File: config.mk
export PLATFORM = sky130hd
export DESIGN_NAME = arsl_ram
export DESIGN_NICKNAME = d
export VERILOG_FILES = /design/src/rtl/core/arsl_ram.sv
export SDC_FILE = /design/constraint.sdc
export NUM_CORES = 1
export LEC_CHECK = 0
export BUFFER_PORTS_ARGS = -buffer_cell sky130_fd_sc_hd__buf_2
export CORE_MARGIN = 5
export CORE_UTILIZATION = 25
export CTS_CLUSTER_DIAMETER = 120
export DETAILED_ROUTE_END_ITERATION = 16
export GPL_ROUTABILITY_DRIVEN = 0
export MAX_ROUTING_LAYER = met4
export PLACE_DENSITY_LB_ADDON = 0.1
export SYNTH_ARGS = -nofsm -noshare
export SYNTH_HDL_FRONTEND = slang
export SYNTH_SLANG_ARGS = --single-unit
File: constraint.sdc
create_clock -name i_clk -period 4 [get_ports i_clk]
set_clock_uncertainty 0.15 [all_clocks]
set_input_delay 0.4 -clock i_clk [delete_from_list [all_inputs] [get_ports i_clk]]
set_output_delay 0.4 -clock i_clk [all_outputs]
set_load 0.005 [all_outputs]
File: src/rtl/core/arsl_ram.sv
`timescale 1ns / 1ps
`default_nettype none
// ----------------------------------------------------------------------------
// arsl_ram
// Generic single-port-write, single-port-read RAM with registered read data.
// ----------------------------------------------------------------------------
module arsl_ram #(
    parameter int WIDTH = 8,
    parameter int DEPTH = 16,
    localparam int AW   = (DEPTH > 1) ? $clog2(DEPTH) : 1
) (
    input  wire logic             i_clk,
    input  wire logic             i_we,
    input  wire logic [AW-1:0]    i_waddr,
    input  wire logic [WIDTH-1:0] i_wdata,
    input  wire logic             i_re,
    input  wire logic [AW-1:0]    i_raddr,
    output logic      [WIDTH-1:0] o_rdata
);

    logic [WIDTH-1:0] r_mem [DEPTH];

    always_ff @(posedge i_clk) begin
        if (i_we) begin
            r_mem[i_waddr] <= i_wdata;
        end
        if (i_re) begin
            o_rdata <= r_mem[i_raddr];
        end
    end

endmodule
`default_nettype wire

==> metrics.txt <==
status complete, no violations; placed cells approximately 520; largest net degree at the start of global routing 33; hold path depth 1; CTS root buffer clkbuf_16; CTS clk-pin slew, worst paths ~0.060 ns; most frequent cells in the layout edfxtp_1 (136), buf_2 (26), mux4_2 (18); crit path max fanout 20; Pins Over Slew Limit 0; area growth from synthesis to layout 18.8%; H-tree Lvls 4; CTS Hold Bufs 0; total CTS buffers 17; grt total ovfl 0; worst slew pin tran 1.07 ns; clock sinks 136; Seq pwr share 50.0%; Die H 155 µm; max cap viols 0; Routed WL per cell 21.8 µm; initial antenna violation count 0; antenna diode count 0; Final Critical Period 2.08 ns; GRT busiest layer met2; PD cells between 500 and 600 nW/µm²; internal power between 0.002 and 0.003 W; multiplexer share of the synthesized area about 15%; Synth Cell Area 5230 µm²; routed vias/inst between 4 and 5; critical path required time between 4 and 5 ns; M3 GR Usage roughly 3.3%; Cell Rows 53; Starting Density 25.1%; CTS tree yes; final WL between 10,000 and 15,000 µm; synthesized area per cell 22.8 µm²; area fraction in compound gates after synthesis 2.30%; io pins 27; drt pass-1 iters 4; Synth Area in XOR/XNOR 0%; non-filler cells, final 556; R2R cell count 3; register area share after synthesis 78.1%; Core Area 20,800 µm²; main area contributors after synthesis edfxtp_1 (78%), mux4_2 (7.8%), mux4_1 (7.0%), a22oi_1 (2.3%), nor2_1 (0.93%); # DRC 0; upper clock frequency limit 480 MHz; area share of the largest cell type after synthesis 78.1%; Tcrit/Tclk final between 50% and 60%; RSZ-0062 raised after global routing no; Clock power frac 45.4%; final setup vio count 0; Syn Inst Count roughly 230; Static Leak 2.00 nW; Clock Path Buffers 2; number of global-route vias before repair 2,693; die width 155 µm; post_cts resized 0; post-DP HPWL 7610 µm; die area 23,900 µm²; #FFs+latches synth 136; largest family of logic cells by synthesized area multiplexers; maximum vdd drop 297 µV; Sw Share 20.4%; crit path kind in2reg; Layout fillers 2,057; Detailed Route Iter0 Violations 180; post-synth top area cell edfxtp_1; total setup buffers inserted after CTS 0; Hold Path Class in2reg; via count 2,419; overall power between 0.003 and 0.004 W; met2 Resource Use GR 15.6%; met1 GRT Util roughly 15%; Post-Synth Adder-Cell Area 0%; Setup Slack @ Placement roughly 1.5 ns; All-Layer GR Usage around 11%; Logic pwr share 4.6%; WHS 0.210 ns; Arrival @ worst endpoint between 2 and 2.5 ns; nets@finish 287; simple-gate share of the synthesized area under 10%; commonest non-fill, non-tap cell in the layout edfxtp_1; worst setup margin around 1.9 ns; Critical Path Source Type input port; Psw 0.000661 W; Fin Setup TNS 0 ns; synth warn 0; share of layout cells above drive strength 1 26.3%; post-route ant nets 0; Rel. slew slack about 29%; crit end category flip-flop; I/O Buffers 26; first-pass GRT wire length 18,000 µm; final hold vios 0; Netlist cell types 18; Syn Nets 248; Worst-Skew Late Latency 0.41 ns
## power by group through the flow
stage	sequential, W	combinational (W)	clock, W
after floorplan	0.00164	0.0000810	0
after global placement	0.00165	0.000152	0
after detailed placement	0.00165	0.000153	0
after CTS	0.00162	0.000153	0.00150
after global routing	0.00162	0.000161	0.00158
final	0.00162	0.000147	0.00147
## per-stage QoR
stage / instance area, µm² / util [%]
floorplan: 5230 / -
global placement: 5660 / 27.2
detailed placement: 5660 / 27.2
CTS: 6210 / 29.8
global route: 6210 / 29.8
finish: 6210 / 29.8
## cell usage after synthesis (all sizes together)
cell type and number:
nand3b 2, and2b 1, nand3 1, edfxtp 136, nor2 13, nor2b 1
nor3 4, and2 1, buf 7, a22oi 16, clkdlybuf4s25 3, nand2 9
nand2b 2, mux4 32, or3b 1
## worst max-delay path, cell delays in order
cell and delay, ns:
buf_2 0.44, buf_12 0.27, mux4_1 0.57, a22oi_1 0.29, nand2_1 0.09
## cells by family after synthesis
| family | after synthesis |
|---|---|
| mux | 32 |
| simple gates | 35 |
| compound gates | 16 |
| flops | 136 |
| buf+inv | 10 |
## path summary, 6_finish.rpt
kind,startpoint,to,slack [ns]
max,i_raddr[0],o_rdata[5],1.92
min,i_re,o_rdata[5],0.21
max reg2reg,r_mem[11][6],o_rdata[6],2.33
min reg2reg,r_mem[10][5],o_rdata[5],0.61
## flip-flops by register name, summed over array words and instances (netlist names)
register and cells:
r_mem 128, o_rdata 8
## per-layer routing
layer	vias up	part of all wire, %
li1	1061	-
met5	-	0
met4	0	1.5
met3	18	5.4
met2	72	45
met1	1268	48
## area by class of cell
cell class | count | area (µm²) | share of cell area [%]
Clock buffer | 21 | 440 | 7.09
Clock inverter | 11 | 106 | 1.71
Multi-Input combinational cell | 83 | 1060 | 17.1
Sequential cell | 136 | 4080 | 65.8
Tap cell | 275 | 344 | 5.54
Timing Repair Buffer | 30 | 173 | 2.78
No activity file was read; power rests on OpenSTA's default activity.
