File: src/rtl/core/arsl_pkg.sv
`timescale 1ns / 1ps
`default_nettype none
// ----------------------------------------------------------------------------
// arsl_pkg
// Shared types and constants of the address range symbol lookup.
// ----------------------------------------------------------------------------
package arsl_pkg;

    localparam int MAX_ENTRIES = 1024;
    localparam int IDX_W       = (MAX_ENTRIES > 1) ? $clog2(MAX_ENTRIES) : 1;
    localparam int CNT_W       = $clog2(MAX_ENTRIES + 1);
    localparam int ADDR_W      = 64;
    localparam int OUT_IDX_W   = 10;
    localparam int ENTRY_W     = 2 * ADDR_W + 1;
    localparam int IN_W        = 200;
    localparam int OUT_W       = 80;

    typedef enum logic [1:0] {
        OP_CLEAR  = 2'd0,
        OP_APPEND = 2'd1,
        OP_QUERY  = 2'd2,
        OP_NOP    = 2'd3
    } t_op;

    typedef enum logic [1:0] {
        ST_OK      = 2'd0,
        ST_NOMATCH = 2'd1,
        ST_FULL    = 2'd2
    } t_status;

    typedef enum logic [1:0] {
        S_IDLE,
        S_SCAN,
        S_DONE
    } t_state;

    typedef struct packed {
        logic             valid;
        logic [IDX_W-1:0] idx;
    } t_rd;

    typedef struct packed {
        logic              found;
        logic [IDX_W-1:0]  idx;
        logic [ADDR_W-1:0] off;
    } t_match_res;

    // low bits of a table index as reported on the result item
    function automatic logic [OUT_IDX_W-1:0] to_out_idx(input logic [IDX_W-1:0] idx);
        logic [IDX_W+OUT_IDX_W-1:0] t;
        t = {{OUT_IDX_W{1'b0}}, idx};
        return t[OUT_IDX_W-1:0];
    endfunction

endpackage
`default_nettype wire

File: src/rtl/core/arsl_match.sv
`timescale 1ns / 1ps
`default_nettype none
// ----------------------------------------------------------------------------
// arsl_match
// Range check of each entry read during a scan and running best-match track.
// ----------------------------------------------------------------------------
module arsl_match
    import arsl_pkg::*;
(
    input  wire logic               i_clk,
    input  wire logic               i_rst_n,
    input  wire logic               i_start,
    input  wire t_rd                i_rd,
    input  wire logic [ENTRY_W-1:0] i_rdata,
    input  wire logic [ADDR_W-1:0]  i_qaddr,
    output logic                    o_busy,
    output t_match_res              o_res
);

    logic              r_va;
    logic [IDX_W-1:0]  r_idx_a;
    logic              r_vb;
    logic              r_hit_b;
    logic [ADDR_W-1:0] r_off_b;
    logic [IDX_W-1:0]  r_idx_b;
    logic              r_found;
    logic [IDX_W-1:0]  r_best_idx;
    logic [ADDR_W-1:0] r_best_off;

    logic [ADDR_W-1:0] w_start;
    logic [ADDR_W-1:0] w_len;
    logic              w_fn;
    logic [ADDR_W-1:0] w_off;
    logic              w_hit;
    logic              w_better;

    assign w_start  = i_rdata[ADDR_W-1:0];
    assign w_len    = i_rdata[2*ADDR_W-1:ADDR_W];
    assign w_fn     = i_rdata[2*ADDR_W];
    assign w_off    = i_qaddr - w_start;
    assign w_hit    = w_fn && (i_qaddr >= w_start) && (w_off < w_len);
    // strict compare keeps the lowest index on a tie
    assign w_better = r_vb && r_hit_b && (!r_found || (r_off_b < r_best_off));

    always_ff @(posedge i_clk) begin
        if (!i_rst_n) begin
            r_va    <= 1'b0;
            r_vb    <= 1'b0;
            r_found <= 1'b0;
        end else begin
            r_va <= i_rd.valid;
            r_vb <= r_va;
            if (i_start) begin
                r_found <= 1'b0;
            end else if (w_better) begin
                r_found <= 1'b1;
            end
        end
    end

    always_ff @(posedge i_clk) begin
        r_idx_a <= i_rd.idx;
        r_hit_b <= w_hit;
        r_off_b <= w_off;
        r_idx_b <= r_idx_a;
        if (w_better) begin
            r_best_idx <= r_idx_b;
            r_best_off <= r_off_b;
        end
    end

    assign o_busy      = r_va | r_vb;
    assign o_res.found = r_found;
    assign o_res.idx   = r_best_idx;
    assign o_res.off   = r_best_off;

endmodule
`default_nettype wire
File: config.mk
export PLATFORM = sky130hd
export DESIGN_NAME = arsl_match
export DESIGN_NICKNAME = d
export VERILOG_FILES = /design/src/rtl/core/arsl_pkg.sv /design/src/rtl/core/arsl_match.sv
export SDC_FILE = /design/constraint.sdc
export NUM_CORES = 1
export LEC_CHECK = 0
export BUFFER_PORTS_ARGS = -buffer_cell sky130_fd_sc_hd__buf_4
export CORE_UTILIZATION = 41
export DETAILED_ROUTE_END_ITERATION = 12
export GPL_ROUTABILITY_DRIVEN = 0
export SYNTH_ARGS = -nofsm -noshare
export SYNTH_HDL_FRONTEND = slang
export SYNTH_SLANG_ARGS = --single-unit
File: constraint.sdc
create_clock -name i_clk -period 15.8 [get_ports i_clk]
set_input_delay 0.79 -clock i_clk [delete_from_list [all_inputs] [get_ports i_clk]]
set_output_delay 0.79 -clock i_clk [all_outputs]
set_load 0.005 [all_outputs]
==> results.json, run 1 <==
{
  "cts_post_setup_buffers_inserted": 0,
  "min_delay_path_depth": 0,
  "clock_latency_ns": 0.43,
  "yosysMostFrequentCell": "sky130_fd_sc_hd__inv_1",
  "synth_top_flop_cell": "sky130_fd_sc_hd__dfxtp_1",
  "report.final.slew_viol_count": 0,
  "critical_path.n_buffers_inverters": 2,
  "ioPinCount": 283,
  "dp_cells": 1918,
  "first_global_vias": 9541,
  "critPathSlowestCell": "sky130_fd_sc_hd__a311oi_1",
  "timing.setup.critical_path_class": "primary input to flop",
  "postRouteAntennaNets": 0,
  "tritoncts_clock_tree": "done",
  "startpoint_type": "primary input",
  "leakage_uw": 0.00756,
  "power_per_cell_area_nw_per_um2": 92.1,
  "max_cap_viol_count": 0,
  "antennaDiodeCount": 0,
  "post_cts.resized_instances": 0,
  "buffer_ports.inserted": 282,
  "area_delta_synth_final_pct": 26.2,
  "finalClockSkew_ns": 0.00940,
  "layout.filler_cells": 2633,
  "hold_path.startpoint": "r_idx_a[3]",
  "finish.cell_count_without_fillers": 1950,
  "crit_path_max_delay_family": "compound AO/OA/AOI/OAI gates",
  "status": "finished clean",
  "drt-vias-per-instance": 5.19,
  "ys.warnings.count": 0,
  "dp.final_hpwl_microns": 27500,
  "setup_viol": 0,
  "placed_cell_area_sq_um": 14100,
  "achievable-frequency_mhz": 203,
  "detailedPlace.worstSlack_ns": 10.48,
  "drive_gt1_share_pct": 21.2,
  "ctsHoldBuffers": 0,
  "setup.worst_path.end_class": "flop",
  "share_of_synthesized_flip_flops_with_an_asynchronous_set_or_reset_pct": 0,
  "grt_start_max_net_pins": 63,
  "worst_ir_drop_vdd_uv": 64.9,
  "post-route-cell-area_sq_um": 14700,
  "die_area_sq_um": 29100,
  "post-route-period-util_pct": 31.2,
  "rrSetupSlack_ns": 12.12,
  "grt_setup_unrepaired": "false",
  "remaining_drc_errors": 0,
  "post_drt_wl_per_cell_microns": 16.6,
  "reg_to_reg_endpoint": "r_best_off[30]",
  "ff2ff_path_depth": 10,
  "globalRouteTotalUtil_pct": 22.2,
  "die_w_microns": 170,
  "synth_cell_type_count": 72,
  "synth_area_sq_um": 11600,
  "tightest_slew_ns": 0.836,
  "synth_enable_flop_cells": 74,
  "worstPathMaxFanout": 5,
  "final_net_count": 1957,
  "antenna_found_initial": 0,
  "synthesis.nets": 1691,
  "synth_seq_area_share_pct": 34.2,
  "timing.critical_path.from": "i_rdata[1]",
  "num_rows": 61,
  "detail_route.first_pass.iterations": 5,
  "synth_largest_type_area_fraction_pct": 20.4,
  "routed_wl_microns": 32300,
  "cts_buffer_depth": 2,
  "globalRoute.totalOverflow": 0,
  "crit_path_end": "r_hit_b",
  "setup_ws_ns": 10.87,
  "synthesis.area_per_instance_sq_um": 9.00,
  "depth_of_the_cts_h_tree": 4,
  "crit_path_frequent_cell": "sky130_fd_sc_hd__a21oi_1",
  "timing_hold_violations_final": 0,
  "setup-tns-final_ns": 0,
  "tritoncts_num_sinks": 162,
  "numCtsBuffers": 17,
  "netlist.top_cell.by_area": "sky130_fd_sc_hd__ha_1",
  "synth.top_cells.by_count": "214 x sky130_fd_sc_hd__inv_1, 190 x sky130_fd_sc_hd__ha_1, 117 x sky130_fd_sc_hd__a21oi_1",
  "core-area_sq_um": 27900,
  "synth.ff_latch_count": 162,
  "crit_required_ns": 16.14,
  "first_iter_violations": 591,
  "path_cells": "buf_4 -> inv_1 -> ha_1 -> nor2b_1 -> o21a_1 -> o211ai_1 -> a31oi_1 -> o31ai_1 -> a21oi_1 -> nor2_1 -> o21ai_1 -> a311oi_1 -> ha_1 -> a21o_1 -> a21o_1 -> a21oi_1 -> o21ai_0 -> a21oi_1 -> o311ai_0 -> a211oi_1",
  "cts.root.buffer_cell": "sky130_fd_sc_hd__clkbuf_16",
  "cell_count_after_synthesis": 1293,
  "cp.depth": 20,
  "min_period_ns": 4.93,
  "die_h_microns": 170,
  "grt_pass1_wl_microns": 49300,
  "r2r_path_start": "r_best_off[46]",
  "min_path_type": "flop to flop",
  "timing.max_slew.rel_slack_pct": 44.3,
  "cp.arrival_ns": 5.27,
  "slowest_delay_ns": 0.56,
  "via_count": 10119,
  "initial_utilization_pct": 41.8,
  "ys_top_cells_by_area": "sky130_fd_sc_hd__ha_1 20%, sky130_fd_sc_hd__edfxtp_1 19%, sky130_fd_sc_hd__dfxtp_1 15%",
  "clkTransAtPathRegs_ns": 0.06
}
==> worst register-to-register path: stages, from the launching register on <==
cell and delay [ns]:
sky130_fd_sc_hd__edfxtp_1 0.40, sky130_fd_sc_hd__inv_1 0.06, sky130_fd_sc_hd__ha_1 0.30, sky130_fd_sc_hd__nand4_1 0.15, sky130_fd_sc_hd__nor4_1 0.42, sky130_fd_sc_hd__inv_1 0.09
sky130_fd_sc_hd__nor4_1 0.53, sky130_fd_sc_hd__o2111ai_1 0.25, sky130_fd_sc_hd__a31oi_1 0.40, sky130_fd_sc_hd__o22ai_4 0.25, sky130_fd_sc_hd__buf_4 0.44
==> layer usage <==
metal | vias to the layer above | GRT usage, % | wire [microns] | share of wire (%)
li1 | 5130 | - | - | -
met1 | 4628 | 30.9 | 15600 | 48
met2 | 319 | 35.0 | 14500 | 45
met3 | 42 | 3.23 | 1540 | 4.8
met4 | 0 | 7.13 | 720 | 2.2
met5 | - | 0 | 0 | 0
==> worst min path at each step <==
stage                            end  slack (ns)
final                     r_idx_b[3]        0.33
after CTS                 r_idx_b[3]        0.33
after detailed placement  r_idx_b[5]        0.31
after global placement    r_idx_b[4]        0.31
after global routing      r_idx_b[1]        0.33
after floorplan           r_idx_b[0]        0.31
==> power by group <==
part	total (uW)	switching (uW)	internal (uW)
registers	521	27.3	493
logic	428	237	191
clock network	403	158	245
==> placed cells by master, fill, tap and decap left out, types with 3 or more instances in the layout <==
cell / count
sky130_fd_sc_hd__buf_4: 283
sky130_fd_sc_hd__inv_1: 214
sky130_fd_sc_hd__ha_1: 190
sky130_fd_sc_hd__a21oi_1: 117
sky130_fd_sc_hd__a21o_1: 101
sky130_fd_sc_hd__dfxtp_1: 88
sky130_fd_sc_hd__edfxtp_1: 74
sky130_fd_sc_hd__nand2_1: 67
sky130_fd_sc_hd__nand4_1: 55
sky130_fd_sc_hd__nor2_1: 54
sky130_fd_sc_hd__o21ai_0: 49
sky130_fd_sc_hd__xor2_1: 29
sky130_fd_sc_hd__xnor2_1: 25
sky130_fd_sc_hd__clkbuf_16: 20
sky130_fd_sc_hd__nand3_1: 18
sky130_fd_sc_hd__o21bai_1: 15
sky130_fd_sc_hd__nor3_1: 13
sky130_fd_sc_hd__a31oi_1: 12
sky130_fd_sc_hd__o21ai_1: 12
sky130_fd_sc_hd__a211oi_1: 8
sky130_fd_sc_hd__nor2b_1: 8
sky130_fd_sc_hd__and3_1: 7
sky130_fd_sc_hd__and2_1: 7
sky130_fd_sc_hd__o21a_1: 7
sky130_fd_sc_hd__o211ai_1: 7
sky130_fd_sc_hd__nand2b_1: 6
sky130_fd_sc_hd__a221oi_1: 5
sky130_fd_sc_hd__and4_1: 5
sky130_fd_sc_hd__clkbuf_1: 5
sky130_fd_sc_hd__or3_1: 4
sky130_fd_sc_hd__o31ai_1: 4
sky130_fd_sc_hd__nor4_1: 3
sky130_fd_sc_hd__a311oi_1: 3
sky130_fd_sc_hd__and4b_1: 3
sky130_fd_sc_hd__nor3b_1: 3
sky130_fd_sc_hd__clkinv_4: 3
sky130_fd_sc_hd__clkinv_2: 3
==> sequential cells by signal, summed over array words and instances (netlist names) <==
| name | cells |
|---|---|
| r_idx_b | 10 |
| r_found | 1 |
| r_best_idx | 10 |
| r_idx_a | 10 |
| r_off_b | 64 |
| r_hit_b | 1 |
| r_vb | 1 |
| r_best_off | 64 |
| r_va | 1 |
==> per-stage QoR <==
step	total power (uW)	hold WS (ns)	util [%]
floorplan	803	0.310	-
global placement	944	0.310	50.6
detailed placement	953	0.312	50.6
CTS	1360	0.327	52.7
global route	1440	0.333	52.7
finish	1350	0.326	52.7
==> final cells by class <==
class | count | area [sq um] | area share (%)
tap | 378 | 473 | 3.22
clock buffer | 25 | 519 | 3.54
inverter | 214 | 803 | 5.47
sequential | 162 | 3980 | 27.1
multi-input combinational | 881 | 6710 | 45.7
clock inverter | 7 | 71.3 | 0.486
timing repair buffer | 283 | 2120 | 14.5
==> logic make-up (layout without fill, tap and decap cells) <==
family                     after synthesis  count (layout)  share of synthesized area (%)
and+or+nand+nor                        260             260                           11.4
buffers and inverters                  250             529                           8.24
DFF                                    162             162                           34.2
AOI/OAI and AO/OA                      373             373                           21.1
adders and majority gates              191             191                           20.6
xor gates and xnor gates                54              54                           4.06
muxes                                    3               3                          0.280
No activity file was read; power rests on OpenSTA's default activity.
==> run 2, diff against run 1 <==
==> constraint.sdc (replaced) <==
create_clock -name i_clk -period 5.04 [get_ports i_clk]
set_input_delay 0.252 -clock i_clk [delete_from_list [all_inputs] [get_ports i_clk]]
set_output_delay 0.252 -clock i_clk [all_outputs]
set_load 0.005 [all_outputs]
==> run 2 against run 1 <==
Sequential share of layout area fell by 0.31 points. Critical path depth up 2. Critical endpoint unchanged. Power rose to 3.2 times the previous value. Worst hold slack lost 0.27 ns.
==> results.json, run 2 (synthesis gave the netlist of run 1 again) <==
{
  "first_iter_violations": 640,
  "setup.worst_path.end_class": "flop",
  "p_switching_uw": 1350,
  "cts.root.buffer_cell": "sky130_fd_sc_hd__clkbuf_16",
  "detail_route.first_pass.iterations": 5,
  "post-route-period-util_pct": 91.3,
  "die_h_microns": 170,
  "critPathSlowestCell": "sky130_fd_sc_hd__o31ai_1",
  "layout.filler_cells": 2629,
  "dp.final_hpwl_microns": 27600,
  "crit_path_max_delay_family": "compound AO/OA/AOI/OAI gates",
  "num_rows": 61,
  "cts_post_setup_buffers_inserted": 0,
  "timing.max_slew.rel_slack_pct": 48.9,
  "netSwitchingFraction_pct": 31.2,
  "initial_utilization_pct": 41.8,
  "largest_registers_in_the_final_layout": "r_best_off x64, r_off_b x64",
  "clock_latency_ns": 0.42,
  "power_per_cell_area_nw_per_um2": 291,
  "antenna_found_initial": 0,
  "power.sequential.fraction_pct": 37.9,
  "first_global_vias": 9716,
  "mostFrequentLayoutCell": "sky130_fd_sc_hd__buf_4",
  "tritoncts_clock_tree": "done",
  "achievable-frequency_mhz": 217,
  "clkTransAtPathRegs_ns": 0.06,
  "multi_input_comb_area_sq_um": 6710,
  "globalRoute.totalOverflow": 0,
  "grt_start_max_net_pins": 42,
  "mostFrequentLayoutCells": "286 x sky130_fd_sc_hd__buf_4, 214 x sky130_fd_sc_hd__inv_1, 190 x sky130_fd_sc_hd__ha_1",
  "remaining_drc_errors": 0,
  "worstPathMaxFanout": 3,
  "worst_ir_drop_vdd_uv": 228,
  "globalRouteTotalUtil_pct": 22.5,
  "max_cap_viol_count": 0,
  "cellInternalPower_uw": 2970,
  "setup_ws_ns": 0.437,
  "via_count": 10248,
  "crit_required_ns": 5.38,
  "leakage_uw": 0.00764,
  "min_period_ns": 4.60,
  "routed_wl_microns": 32600,
  "depth_of_the_cts_h_tree": 4,
  "setup-tns-final_ns": 0,
  "tritoncts_num_sinks": 162,
  "critical_path.n_buffers_inverters": 2,
  "cp.arrival_ns": 4.94,
  "slowest_delay_ns": 0.69,
  "post_drt_wl_per_cell_microns": 16.6,
  "drive_gt1_share_pct": 21.4,
  "numCtsBuffers": 17,
  "finalClockSkew_ns": 0.0108,
  "final_net_count": 1971,
  "post_cts.resized_instances": 0,
  "grt_setup_unrepaired": "false",
  "detailedPlace.worstSlack_ns": 0.189,
  "core-area_sq_um": 27900,
  "path_cells": "buf_4 -> inv_1 -> ha_1 -> nor2b_1 -> o21a_1 -> o211ai_1 -> a31oi_1 -> o31ai_1 -> a21oi_1 -> o2111ai_1 -> nand3_1 -> xor2_1 -> ha_1 -> a21o_1 -> a21o_1 -> a21o_1 -> a21o_1 -> a21oi_1 -> nor2b_1 -> o21ai_0 -> o311ai_0 -> a211oi_1",
  "antennaDiodeCount": 0,
  "grt_pass1_wl_microns": 50400,
  "timing_hold_violations_final": 0,
  "crit_path_frequent_cell": "sky130_fd_sc_hd__a21o_1",
  "drt-vias-per-instance": 5.22,
  "postRouteAntennaNets": 0,
  "timing.setup.critical_path_class": "primary input to flop",
  "clock_power_share_pct": 30.9,
  "min_path_type": "primary input to flop",
  "startpoint_type": "primary input",
  "die_w_microns": 170,
  "status": "finished clean",
  "combinationalPowerShare_pct": 31.3,
  "post-route-cell-area_sq_um": 14900,
  "buffer_ports.inserted": 282,
  "ioPinCount": 283,
  "seqCellArea_sq_um": 3980,
  "tightest_slew_ns": 0.760,
  "die_area_sq_um": 29100,
  "ctsHoldBuffers": 11,
  "report.final.slew_viol_count": 0,
  "cts_buffer_depth": 2,
  "setup_viol": 0,
  "placed_cell_area_sq_um": 14100,
  "area_delta_synth_final_pct": 27.6
}
-- run 2: cell count changes in the layout (fill, tap and decap cells not counted), sizes merged --
cell,delta
clkinvlp,+1
inv,+5
clkinv,-5
clkbuf,-1
buf,+3
dlygate4sd3,+11
-- run 2: area by class of cell --
class,count,area share (%)
clock buffer,24,3.68
sequential,162,26.8
tap,378,3.18
multi-input combinational,881,45.2
inverter,214,5.41
clock inverter,8,0.539
timing repair buffer,297,15.2
-- run 2: worst reg2reg max path: cells and delay by family (launching register included) --
kind / cells / cell delay (ns)
AND/OR/NAND/NOR: 3 / 1.08
AO/OA/AOI/OAI: 3 / 0.76
buffers and inverters: 3 / 0.46
flip-flops: 1 / 0.40
adder cells (fa/ha/maj): 1 / 0.30
-- run 2: stage by stage --
stage	cells	util, %	total power (uW)	hold WS (ns)
3_5_place_dp	1921	50.7	2990	0.312
2_1_floorplan	1293	-	2520	0.280
3_3_place_gp	1921	50.7	2960	0.310
4_1_cts	1964	53.3	4340	0.0318
5_1_grt	1964	53.3	4590	0.0315
6_report	1964	53.3	4320	0.0515
-- run 2: power by group through the flow --
| stage | clock, uW | combinational [uW] | sequential, uW |
|---|---|---|---|
| global placement | 0 | 1300 | 1660 |
| floorplan | 0 | 895 | 1620 |
| detailed placement | 0 | 1330 | 1660 |
| global route | 1420 | 1520 | 1650 |
| CTS | 1360 | 1340 | 1630 |
| finish | 1330 | 1350 | 1630 |
-- run 2: path summary, 6_finish.rpt --
path                                      from       endpoint  slack, ns  cells after the start
worst max-delay path                i_rdata[1]        r_hit_b       0.44                     22
worst min-delay path                  i_rd[10]           r_va       0.05                      2
worst max register to register  r_best_off[46]  r_best_idx[5]       1.70                     10
worst min register to register      r_idx_a[5]     r_idx_b[5]       0.32                      0
-- run 2: routing by layer --
metal	vias to the layer above	track usage [%]	wire [microns]
li1	5166	-	-
met1	4720	31.4	15800
met2	318	35.6	14500
met3	44	3.65	1690
met4	0	6.50	643
met5	-	0	0
==> run 3, diff against run 2 <==
--- a/config.mk
+++ b/config.mk
@@ -6,9 +6,14 @@
 export NUM_CORES = 1
 export LEC_CHECK = 0
 export BUFFER_PORTS_ARGS = -buffer_cell sky130_fd_sc_hd__buf_4
-export CORE_UTILIZATION = 41
+export CAP_MARGIN = 20
+export CELL_PAD_IN_SITES_DETAIL_PLACEMENT = 0
+export CELL_PAD_IN_SITES_GLOBAL_PLACEMENT = 2
+export CORE_UTILIZATION = 33
 export DETAILED_ROUTE_END_ITERATION = 12
 export GPL_ROUTABILITY_DRIVEN = 0
+export PLACE_DENSITY_LB_ADDON = 0.1
+export SLEW_MARGIN = 20
 export SYNTH_ARGS = -nofsm -noshare
 export SYNTH_HDL_FRONTEND = slang
 export SYNTH_SLANG_ARGS = --single-unit
==> run 3 against run 2 <==
Global-route usage shrank 2.2 points. Critical path depth shrank 3. Worst setup slack lost 0.032 ns. Sequential share of layout area shrank 0.26 points. Clock power is essentially flat. Sequential cell count is the same. Non-clock buffer count grew 6. Final cell count grew 4.2%. Die area grew 24%.
==> results.json, run 3 (synthesis gave the netlist of run 1 again) <==
{
  "status": "finished clean",
  "startpoint_type": "primary input",
  "report.final.slew_viol_count": 0,
  "antenna_found_initial": 0,
  "min_period_ns": 4.63,
  "area_delta_synth_final_pct": 28.9,
  "drive_gt1_share_pct": 21.9,
  "tritoncts_clock_tree": "done",
  "clock_power_share_pct": 31.0,
  "detail_route.first_pass.iterations": 5,
  "timing.setup.critical_path_class": "primary input to flop",
  "tightest_slew_ns": 0.789,
  "layout.filler_cells": 3527,
  "power_per_cell_area_nw_per_um2": 291,
  "grt_start_max_net_pins": 53,
  "crit_required_ns": 5.32,
  "grt_setup_unrepaired": "false",
  "post-route-period-util_pct": 92.0,
  "worst_ir_drop_vdd_uv": 226,
  "combinationalPowerShare_pct": 31.9,
  "ioPinCount": 283,
  "die_w_microns": 190,
  "finalClockSkew_ns": 0.0163,
  "first_iter_violations": 422,
  "initial_utilization_pct": 33.6,
  "buffer_ports.inserted": 282,
  "setup-tns-final_ns": 0,
  "cellInternalPower_uw": 2890,
  "drt-vias-per-instance": 4.94,
  "utilization_pct": 43.3,
  "timing.max_slew.rel_slack_pct": 47.1,
  "p_switching_uw": 1480,
  "tritoncts_num_sinks": 162,
  "depth_of_the_cts_h_tree": 4,
  "cp.arrival_ns": 4.91,
  "grt_pass1_wl_microns": 55800,
  "cts.root.buffer_cell": "sky130_fd_sc_hd__clkbuf_16",
  "clock_latency_ns": 0.43,
  "achievable-frequency_mhz": 216,
  "clkTransAtPathRegs_ns": 0.07,
  "postRouteAntennaNets": 0,
  "die_area_sq_um": 36000,
  "timing_hold_violations_final": 0,
  "num_rows": 68,
  "die_h_microns": 190,
  "mostFrequentLayoutCell": "sky130_fd_sc_hd__buf_4",
  "numCtsBuffers": 17,
  "globalRouteTotalUtil_pct": 20.3,
  "dp.final_hpwl_microns": 31400,
  "final_net_count": 1977,
  "worstPathMaxFanout": 5,
  "power.sequential.fraction_pct": 37.1,
  "first_global_vias": 10058,
  "leakage_uw": 0.00767,
  "routed_wl_microns": 36600,
  "post_drt_wl_per_cell_microns": 17.9,
  "setup.worst_path.end_class": "flop",
  "antennaDiodeCount": 0,
  "cts_buffer_depth": 2,
  "cts_post_setup_buffers_inserted": 0,
  "max_cap_viol_count": 0,
  "mostFrequentLayoutCells": "292 x sky130_fd_sc_hd__buf_4, 214 x sky130_fd_sc_hd__inv_1, 190 x sky130_fd_sc_hd__ha_1",
  "core-area_sq_um": 34600,
  "globalRoute.totalOverflow": 0,
  "setup_viol": 0,
  "via_count": 10106,
  "netSwitchingFraction_pct": 33.9,
  "remaining_drc_errors": 0,
  "min_path_type": "primary input to flop",
  "largest_registers_in_the_final_layout": "r_best_off x64, r_off_b x64"
}
## run 3: cell count changes in the layout (fill, tap and decap cells not counted), moves of 3 or more
| cell | delta |
|---|---|
| sky130_fd_sc_hd__buf_4 | +6 |
| sky130_fd_sc_hd__clkbuf_16 | -4 |
| sky130_fd_sc_hd__clkinv_8 | +4 |
| sky130_fd_sc_hd__inv_4 | -4 |
| sky130_fd_sc_hd__inv_6 | +3 |
| sky130_fd_sc_hd__inv_8 | +3 |
## run 3: worst max-delay path, cell delays in order
cell and delay, ns:
sky130_fd_sc_hd__buf_4 0.11, sky130_fd_sc_hd__inv_1 0.09, sky130_fd_sc_hd__ha_1 0.25, sky130_fd_sc_hd__nor2b_1 0.13
sky130_fd_sc_hd__o21a_1 0.19, sky130_fd_sc_hd__o211ai_1 0.26, sky130_fd_sc_hd__a31oi_1 0.18, sky130_fd_sc_hd__o31ai_1 0.32
sky130_fd_sc_hd__buf_4 0.20, sky130_fd_sc_hd__a21oi_1 0.13, sky130_fd_sc_hd__nor2_1 0.43, sky130_fd_sc_hd__o21ai_1 0.20
sky130_fd_sc_hd__a311oi_1 0.71, sky130_fd_sc_hd__ha_1 0.25, sky130_fd_sc_hd__nand4_1 0.12, sky130_fd_sc_hd__nor2_1 0.12
sky130_fd_sc_hd__nand3_1 0.15, sky130_fd_sc_hd__a2111oi_0 0.68, sky130_fd_sc_hd__a211oi_1 0.15
## run 3: final cells by class
class / instances / area (sq um) / share of cell area, %
Inverter: 214 / 803 / 5.36
Tap cell: 455 / 569 / 3.80
Sequential cell: 162 / 3980 / 26.6
Timing Repair Buffer: 303 / 2300 / 15.4
Clock buffer: 17 / 425 / 2.84
Multi-Input combinational cell: 881 / 6710 / 44.7
Clock inverter: 15 / 204 / 1.36
## run 3: worst paths after layout
kind | cells past startpoint | end | slack, ns | startpoint
max | 19 | r_hit_b | 0.41 | i_rdata[1]
min | 2 | r_va | 0.05 | i_rd[10]
max reg2reg | 12 | r_best_off[27] | 1.36 | r_best_off[17]
min reg2reg | 0 | r_idx_b[3] | 0.33 | r_idx_a[3]
## run 3: per-stage QoR
step | hold WS (ns) | total power (uW) | cells | setup slack, ns | instance area, sq um
after detailed placement | 0.312 | 3040 | 2004 | -0.00894 | 14300
after global placement | 0.311 | 3030 | 2004 | -0.0941 | 14300
after CTS | 0.0405 | 4410 | 2047 | 0.431 | 15000
after global routing | 0.0624 | 4640 | 2047 | 0.127 | 15000
final | 0.0532 | 4370 | 2047 | 0.405 | 15000
after floorplan | 0.280 | 2520 | 1293 | 0.976 | 11600
## run 3: what timing repair did
action,in CTS,in global routing
gates resized for setup,0,0
hold buffers,11,0
hold endpoints to repair,11,0
## run 3: routing by layer
metal,global-route usage (%),share of wire [%]
met1,28.9,50
met2,32.7,45
met3,2.43,4.2
met4,4.40,1.0
met5,0,0
## run 3: power by group through the flow
stage / registers, uW / logic, uW / clock network, uW
floorplan: 1620 / 895 / 0
CTS: 1620 / 1400 / 1380
finish: 1620 / 1390 / 1350
detailed placement: 1650 / 1390 / 0
global route: 1640 / 1560 / 1440
global placement: 1650 / 1380 / 0
